===== config.mk =====
export PLATFORM = sky130hd
export DESIGN_NAME = lowest_free_label_allocator_unit
export DESIGN_NICKNAME = d
export VERILOG_FILES = /design/src/design/lfla_pkg.sv /design/src/design/lfla_cell.sv /design/src/design/lowest_free_label_allocator_unit.sv
export SDC_FILE = /design/constraint.sdc
export NUM_CORES = 2
export LEC_CHECK = 0
export BUFFER_PORTS_ARGS = -buffer_cell sky130_fd_sc_hd__buf_4
export CORE_MARGIN = 2
export CORE_UTILIZATION = 30
export DETAILED_ROUTE_END_ITERATION = 6
export PLACE_DENSITY = 0.43
export SYNTH_ARGS = -nofsm -noshare
export SYNTH_HDL_FRONTEND = slang
export SYNTH_SLANG_ARGS = --single-unit

===== constraint.sdc =====
create_clock -name i_clk -period 7.8 [get_ports i_clk]
set_clock_uncertainty 0.2 [all_clocks]
set_input_delay 1.95 -clock i_clk [delete_from_list [all_inputs] [get_ports i_clk]]
set_output_delay 1.95 -clock i_clk [all_outputs]
set_load 0.005 [all_outputs]

===== src/design/lfla_pkg.sv =====
// Shared types and codes for the lowest-free label allocator.
package lfla_pkg;

    typedef enum logic [1:0] {
        OP_INSERT = 2'd0,
        OP_REMOVE = 2'd1,
        OP_READ   = 2'd2
    } t_op;

    typedef enum logic [1:0] {
        ST_OK    = 2'd0,
        ST_FULL  = 2'd1,
        ST_RANGE = 2'd2
    } t_status;

    localparam int LABEL_W  = 7;
    localparam int SLOT_W   = 6;
    localparam int COUNT_W  = 7;
    localparam int POS_W    = 7;
    localparam int STATUS_W = 2;

    typedef struct packed {
        logic ins;
        logic rem;
        logic rd;
    } t_cmd;

endpackage


===== src/design/lfla_cell.sv =====
// One slot of the sorted label list, with its local insert, remove and select logic.
module lfla_cell
    import lfla_pkg::*;
#(
    parameter int LW = 7,
    parameter int PW = 7,
    parameter int J  = 0
) (
    input  logic          i_clk,
    input  t_cmd          i_cmd,
    input  logic [LW-1:0] i_count,
    input  logic [PW-1:0] i_pidx,
    input  logic          i_pre,
    output logic          o_pre,
    input  logic [LW-1:0] i_lbl_prev,
    input  logic [LW-1:0] i_lbl_next,
    output logic [LW-1:0] o_lbl,
    input  logic [LW-1:0] i_acc,
    output logic [LW-1:0] o_acc
);

    localparam logic [LW-1:0] C_OWN  = LW'(J + 1);
    localparam logic [LW-1:0] C_IDX  = LW'(J);
    localparam logic [PW-1:0] C_PIDX = PW'(J);

    logic [LW-1:0] r_lbl, n_lbl;
    logic          valid, inplace, ins_here, take_prev, take_next, sel;

    always_comb begin
        valid     = C_IDX < i_count;
        inplace   = valid && (r_lbl == C_OWN);
        o_pre     = i_pre && inplace;
        ins_here  = i_cmd.ins && i_pre && !inplace;
        take_prev = i_cmd.ins && !i_pre && (C_IDX <= i_count);
        take_next = i_cmd.rem && (C_PIDX >= i_pidx) && (C_OWN < i_count);
        sel       = (i_cmd.rem || i_cmd.rd) && (C_PIDX == i_pidx);

        priority if (ins_here) begin
            n_lbl = C_OWN;
        end else if (take_prev) begin
            n_lbl = i_lbl_prev;
        end else if (take_next) begin
            n_lbl = i_lbl_next;
        end else begin
            n_lbl = r_lbl;
        end

        o_acc = i_acc | (ins_here ? C_OWN : '0) | (sel ? r_lbl : '0);
        o_lbl = r_lbl;
    end

    always_ff @(posedge i_clk) begin
        r_lbl <= n_lbl;
    end

endmodule


===== src/design/lowest_free_label_allocator_unit.sv =====
// Top level of the lowest-free label allocator: handshake, count and the row of slot cells.
//
// The input channel carries one request per item: insert the lowest free label, or remove
// or read the label at a 1-based position. The output channel returns one result item per
// request: the label, its 0-based slot, the count after the request and a status code.
// Every request is served by the row of cells, each of which compares
// its own label with its own slot and shifts to or from its neighbors as needed.
// The result is registered in the output register in the cycle after the request is accepted.
// One item can be accepted every cycle while the output side keeps taking results.
// When the receiver stalls, the result stays in the output register and o_stall rises,
// so no further item is accepted until the result has been taken.
// Reset empties the list and clears the output valid; slot contents are not cleared.
// Out-of-range positions, unused operation codes and inserts into a full list leave the
// list unchanged and are reported through the status field with label and slot zero.
module lowest_free_label_allocator_unit
    import lfla_pkg::*;
#(
    parameter int MAX_LABELS = 64
) (
    input  logic                i_clk,
    input  logic                i_rst_n,
    input  logic                i_valid,
    output logic                o_stall,
    input  logic [1:0]          i_operation,
    input  logic [POS_W-1:0]    i_position,
    output logic                o_valid,
    input  logic                i_stall,
    output logic [LABEL_W-1:0]  o_label,
    output logic [SLOT_W-1:0]   o_slot,
    output logic [COUNT_W-1:0]  o_count_after,
    output logic [STATUS_W-1:0] o_status
);

    localparam int LW = $clog2(MAX_LABELS + 1);
    localparam int PW = (LW > POS_W) ? LW : POS_W;
    localparam logic [LW-1:0] C_MAX = LW'(MAX_LABELS);

    logic [LW-1:0]       r_count, n_count;
    logic                r_valid;
    logic [LABEL_W-1:0]  r_label;
    logic [SLOT_W-1:0]   r_slot;
    logic [COUNT_W-1:0]  r_count_after;
    t_status             r_status;

    logic                accept;
    logic                is_ins, is_rem, is_rd, pos_ok;
    logic [PW-1:0]       pos_ext, cnt_ext, pidx;
    t_cmd                cmd;
    t_status             status;
    logic [PW-1:0]       slot_full;
    logic [LW-1:0]       result_lbl;

    logic [LW-1:0]       lbl   [MAX_LABELS];
    logic [LW-1:0]       acc   [MAX_LABELS+1];
    logic                pre   [MAX_LABELS+1];

    assign o_stall = r_valid && i_stall;
    assign accept  = i_valid && !o_stall;

    always_comb begin
        pos_ext = PW'(i_position);
        cnt_ext = PW'(r_count);
        pidx    = pos_ext - PW'(1);
        is_ins  = (i_operation == OP_INSERT);
        is_rem  = (i_operation == OP_REMOVE);
        is_rd   = (i_operation == OP_READ);
        pos_ok  = (is_rem || is_rd) && (pos_ext != '0) && (pos_ext <= cnt_ext);

        cmd.ins = accept && is_ins && (r_count < C_MAX);
        cmd.rem = accept && is_rem && pos_ok;
        cmd.rd  = accept && is_rd && pos_ok;

        priority if (cmd.ins) begin
            n_count = r_count + LW'(1);
        end else if (cmd.rem) begin
            n_count = r_count - LW'(1);
        end else begin
            n_count = r_count;
        end

        priority if (is_ins && (r_count >= C_MAX)) begin
            status = ST_FULL;
        end else if (is_ins || pos_ok) begin
            status = ST_OK;
        end else begin
            status = ST_RANGE;
        end

        result_lbl = acc[MAX_LABELS];
        if (is_ins) begin
            slot_full = PW'(result_lbl) - PW'(1);
        end else begin
            slot_full = pidx;
        end
    end

    assign acc[0] = '0;
    assign pre[0] = 1'b1;

    for (genvar g = 0; g < MAX_LABELS; g++) begin : g_cell
        logic [LW-1:0] lbl_prev, lbl_next;

        if (g == 0) begin : g_first
            assign lbl_prev = '0;
        end else begin : g_mid
            assign lbl_prev = lbl[g-1];
        end

        if (g == MAX_LABELS - 1) begin : g_last
            assign lbl_next = '0;
        end else begin : g_inner
            assign lbl_next = lbl[g+1];
        end

        lfla_cell #(
            .LW (LW),
            .PW (PW),
            .J  (g)
        ) u_cell (
            .i_clk      (i_clk),
            .i_cmd      (cmd),
            .i_count    (r_count),
            .i_pidx     (pidx),
            .i_pre      (pre[g]),
            .o_pre      (pre[g+1]),
            .i_lbl_prev (lbl_prev),
            .i_lbl_next (lbl_next),
            .o_lbl      (lbl[g]),
            .i_acc      (acc[g]),
            .o_acc      (acc[g+1])
        );
    end

    always_ff @(posedge i_clk) begin
        if (!i_rst_n) begin
            r_count <= '0;
            r_valid <= 1'b0;
        end else begin
            r_count <= n_count;
            if (accept) begin
                r_valid <= 1'b1;
            end else if (!i_stall) begin
                r_valid <= 1'b0;
            end
        end
    end

    always_ff @(posedge i_clk) begin
        if (accept) begin
            r_status      <= status;
            r_count_after <= COUNT_W'(n_count);
            if (status == ST_OK) begin
                r_label <= LABEL_W'(result_lbl);
                r_slot  <= SLOT_W'(slot_full);
            end else begin
                r_label <= '0;
                r_slot  <= '0;
            end
        end
    end

    assign o_valid       = r_valid;
    assign o_label       = r_label;
    assign o_slot        = r_slot;
    assign o_count_after = r_count_after;
    assign o_status      = r_status;

endmodule


==> results.yml <==
placed_design:
  io_buffer_count: 36
  dp_hpwl_mm: 212
  pre_cts_ws_ns: -0.187
  place_congestion: 1.16
  placed_cell_area_mm2: 0.0364
pwr:
  vdd.ir_drop.worst_mv: 0.179
  cellLeakagePower_uw: 0.0171
  totalPowerFinal_uw: 7230
  cellPowerDensity_mw_per_mm2: 188
synth:
  synth_commonest_cells: "590 x sky130_fd_sc_hd__nor2_1, 532 x sky130_fd_sc_hd__nand2_1, 456 x sky130_fd_sc_hd__dfxtp_1"
  yosys_register_bits: 478
  synth_largest_area_cell: "sky130_fd_sc_hd__dfxtp_1"
  synth_cell_type_count: 121
  mean_area_per_synthesized_cell_um2: 7.74
  synthArstFlopShare: 0
  number_of_flops_mapped_to_enable_cells_by_yosys: 22
  top_cells_by_area_in_the_synthesized_netlist: "sky130_fd_sc_hd__dfxtp_1 28%, sky130_fd_sc_hd__mux2i_1 14%, sky130_fd_sc_hd__nor2_1 6.7%, sky130_fd_sc_hd__nand2_1 6.1%, sky130_fd_sc_hd__a21oi_1 4.3%"
  proportion_of_synthesized_chip_area_in_sequential_cells: 0.298
  post-synth-top-count-cell: "sky130_fd_sc_hd__nor2_1"
  postSynthNetCount: 4280
  syn_inst: 4246
  synth_cell_area_mm2: 0.0329
  area_share_of_the_largest_cell_type_after_synthesis: 0.278
  yosys_warnings: 0
  synth_top_flop_cell: "sky130_fd_sc_hd__dfxtp_1"
final_layout:
  finalInstanceArea_mm2: 0.0385
  drive_gt1_frac: 0.147
  finish.net_count: 4447
  postLayoutCoreUtil: 0.354
  area_growth_pct: 17.0
routing:
  drtPass1Iterations: 7
  detail_route.iter0.violations: 5901
  vias: 39600
  ant_nets: 0
  vias_per_cell: 6.71
  detail_route.wl_per_cell_um: 44.3
  drt_drc_violations_left: 6
  postRouteWirelength_mm: 262
timing:
  fin_setup_tns_ns: -0.0560
  finalSetupViolations: 1
  grt_setup_unrepaired: "no"
  final_period_minus_worst_setup_slack_ns: 7.86
  worst-slew-pin-transition_ns: 1.49
  timing.final.crit_share: 1.01
  fmax_mhz: 127
  slew_headroom: -0.00128
  drv_slew: 1
  report.final.hold_viol_count: 0
  pnr_worst_setup_slack_ns: -0.0560
die:
  die_w_um: 335
  initial_utilization: 0.302
  core_mm2: 0.109
  die-area_mm2: 0.112
  boundaryPins: 37
  die-height_um: 335
  rows: 121
cts:
  worst_skew_pair.late_latency_ns: 0.68
  clock_buffer_depth: 3
  postCtsSetupBuffers: 0
  clk_pin_slew_worst_paths_ns: 0.06
  clock-root-buffer: "sky130_fd_sc_hd__clkbuf_16"
  tritoncts: "built"
  holdBufCountCts: 0
  cts.sinks: 478
  cts_resized: 0
  cts-buffers-inserted: 57
  h-tree-depth: 2
global_route:
  antenna_violations_before_repair: 57
  grt_pass1_vias: 35600
  global_route_wire_length_before_repair_mm: 342
  gr-total-overflow: 0
  grt_start_max_net_pins: 36
  gr-usage-all-layers: 0.453
outcome:
  run_status: "finished with violations"
  failed_checks: "design-rule violations, max-capacitance violations, max-slew violations, negative setup slack"
critical_path:
  critical_path_class: "primary input to register"
  timing.reg2reg.setup_slack_ns: 0.75
  crit_fanout: 14
  worst_ep_arrival_time_ns: 8.04
  critPathRequiredTime_ns: 7.99
  cp-end-kind: "register"
  timing.critical_path.from_type: "primary input"
hold_path:
  timing.hold.worst.class: "register to register"
job:
  max_cap_violations: 1
==> cell type report <==
| cell class | instances | area [um^2] |
|---|---|---|
| tap | 1414 | 1770 |
| clock inverter | 19 | 216 |
| sequential | 478 | 9800 |
| fill | 11700 | 70400 |
| multi-input combinational | 3513 | 22200 |
| clock buffer | 88 | 1790 |
| inverter | 28 | 106 |
| timing repair buffer | 335 | 2560 |
| antenna | 33 | 82.6 |
==> stage by stage <==
stage	cells	hold WS, ns
final	5908	0.343
after global routing	5878	0.377
after CTS	5875	0.346
after detailed placement	5768	0.334
after global placement	5768	0.332
after floorplan	4246	0.239
==> report_power, final <==
part / switching (uW) / internal [uW] / total (uW)
Clock: 1150 / 1700 / 2850
Combinational: 676 / 346 / 1020
Sequential: 690 / 2670 / 3360
Total: 2510 / 4720 / 7230
==> metal layers <==
layer	wire length [um]	share of wire	GRT usage	vias to the layer above
met5	417	0.0016	0.00999	-
met4	20900	0.080	0.306	36
met3	33100	0.13	0.187	872
met2	101000	0.38	0.612	3029
met1	107000	0.41	0.579	19500
li1	-	-	-	16200
==> critical path: stages <==
cell,delay (ns)
sky130_fd_sc_hd__buf_4,0.15
sky130_fd_sc_hd__inv_1,0.08
sky130_fd_sc_hd__ha_1,0.53
sky130_fd_sc_hd__buf_4,0.28
sky130_fd_sc_hd__nor2_1,0.06
sky130_fd_sc_hd__o21ai_1,0.34
sky130_fd_sc_hd__nand2_1,0.30
sky130_fd_sc_hd__buf_4,0.28
sky130_fd_sc_hd__a32o_1,0.36
sky130_fd_sc_hd__a221oi_1,1.02
sky130_fd_sc_hd__o2111ai_1,0.42
sky130_fd_sc_hd__nor4_1,0.66
sky130_fd_sc_hd__nand4b_1,0.25
sky130_fd_sc_hd__nor3_4,0.25
sky130_fd_sc_hd__ha_1,0.17
sky130_fd_sc_hd__inv_1,0.07
sky130_fd_sc_hd__a31oi_1,0.18
sky130_fd_sc_hd__nand3_1,0.10
sky130_fd_sc_hd__a41oi_1,0.19
sky130_fd_sc_hd__nand4b_1,0.13
sky130_fd_sc_hd__xor2_1,0.14
sky130_fd_sc_hd__o32ai_1,0.09
==> worst paths after layout <==
kind	from	endpoint	depth (start not counted)
max	i_position[0]	o_slot[4]	22
min	g_cell[33].u_cell.o_lbl[2]	g_cell[34].u_cell.o_lbl[2]	2
max reg2reg	cnt_ext[3]	o_slot[4]	20
min reg2reg	g_cell[33].u_cell.o_lbl[2]	g_cell[34].u_cell.o_lbl[2]	2
==> placed cells by master (no fill, tap or decap), types with 20 or more instances in the layout <==
cell type / netlist / layout
sky130_fd_sc_hd__nor2_1: 590 / 587
sky130_fd_sc_hd__nand2_1: 532 / 532
sky130_fd_sc_hd__dfxtp_1: 456 / 451
sky130_fd_sc_hd__mux2i_1: 444 / 444
sky130_fd_sc_hd__buf_4: 6 / 331
sky130_fd_sc_hd__a21oi_1: 284 / 283
sky130_fd_sc_hd__o21ai_0: 266 / 264
sky130_fd_sc_hd__nand3_1: 164 / 164
sky130_fd_sc_hd__mux2_2: 96 / 96
sky130_fd_sc_hd__nor3_1: 102 / 95
sky130_fd_sc_hd__a22oi_1: 75 / 75
sky130_fd_sc_hd__and3_1: 70 / 70
sky130_fd_sc_hd__clkbuf_16: 0 / 60
sky130_fd_sc_hd__nand4_1: 56 / 56
sky130_fd_sc_hd__nor4_1: 57 / 50
sky130_fd_sc_hd__and2_1: 40 / 40
sky130_fd_sc_hd__a31oi_1: 39 / 39
sky130_fd_sc_hd__or3_1: 38 / 38
sky130_fd_sc_hd__nand2b_1: 36 / 36
sky130_fd_sc_hd__a22o_1: 36 / 36
sky130_fd_sc_hd__a32oi_1: 36 / 36
sky130_fd_sc_hd__diode_2: 0 / 33
sky130_fd_sc_hd__o211ai_1: 28 / 28
sky130_fd_sc_hd__or2_2: 26 / 26
sky130_fd_sc_hd__a211oi_1: 28 / 26
sky130_fd_sc_hd__inv_1: 24 / 24
sky130_fd_sc_hd__edfxtp_1: 22 / 22
sky130_fd_sc_hd__and4_1: 21 / 21
sky130_fd_sc_hd__nor4b_1: 21 / 21
sky130_fd_sc_hd__ha_1: 21 / 20
==> sequential cells by signal, indices dropped and copies added, names as in the netlist <==
register             flops
cnt_ext                  7
g_cell.u_cell.o_lbl    448
o_count_after            7
o_label                  7
o_slot                   6
o_status                 2
o_valid                  1
==> cell families (layout without fill, tap and decap cells) <==
| logic type | Yosys count | count (layout) | share of synthesized area |
|---|---|---|---|
| other cells | 0 | 33 | 0 |
| buf+inv | 255 | 470 | 0.0323 |
| flops | 478 | 478 | 0.298 |
| compound gates | 1023 | 1023 | 0.202 |
| simple gates | 1911 | 1911 | 0.287 |
| xor+xnor | 16 | 16 | 0.00426 |
| mux | 542 | 542 | 0.169 |
| fa+ha+maj | 21 | 21 | 0.00799 |
Note: power is estimated with default switching activity, not from simulation.
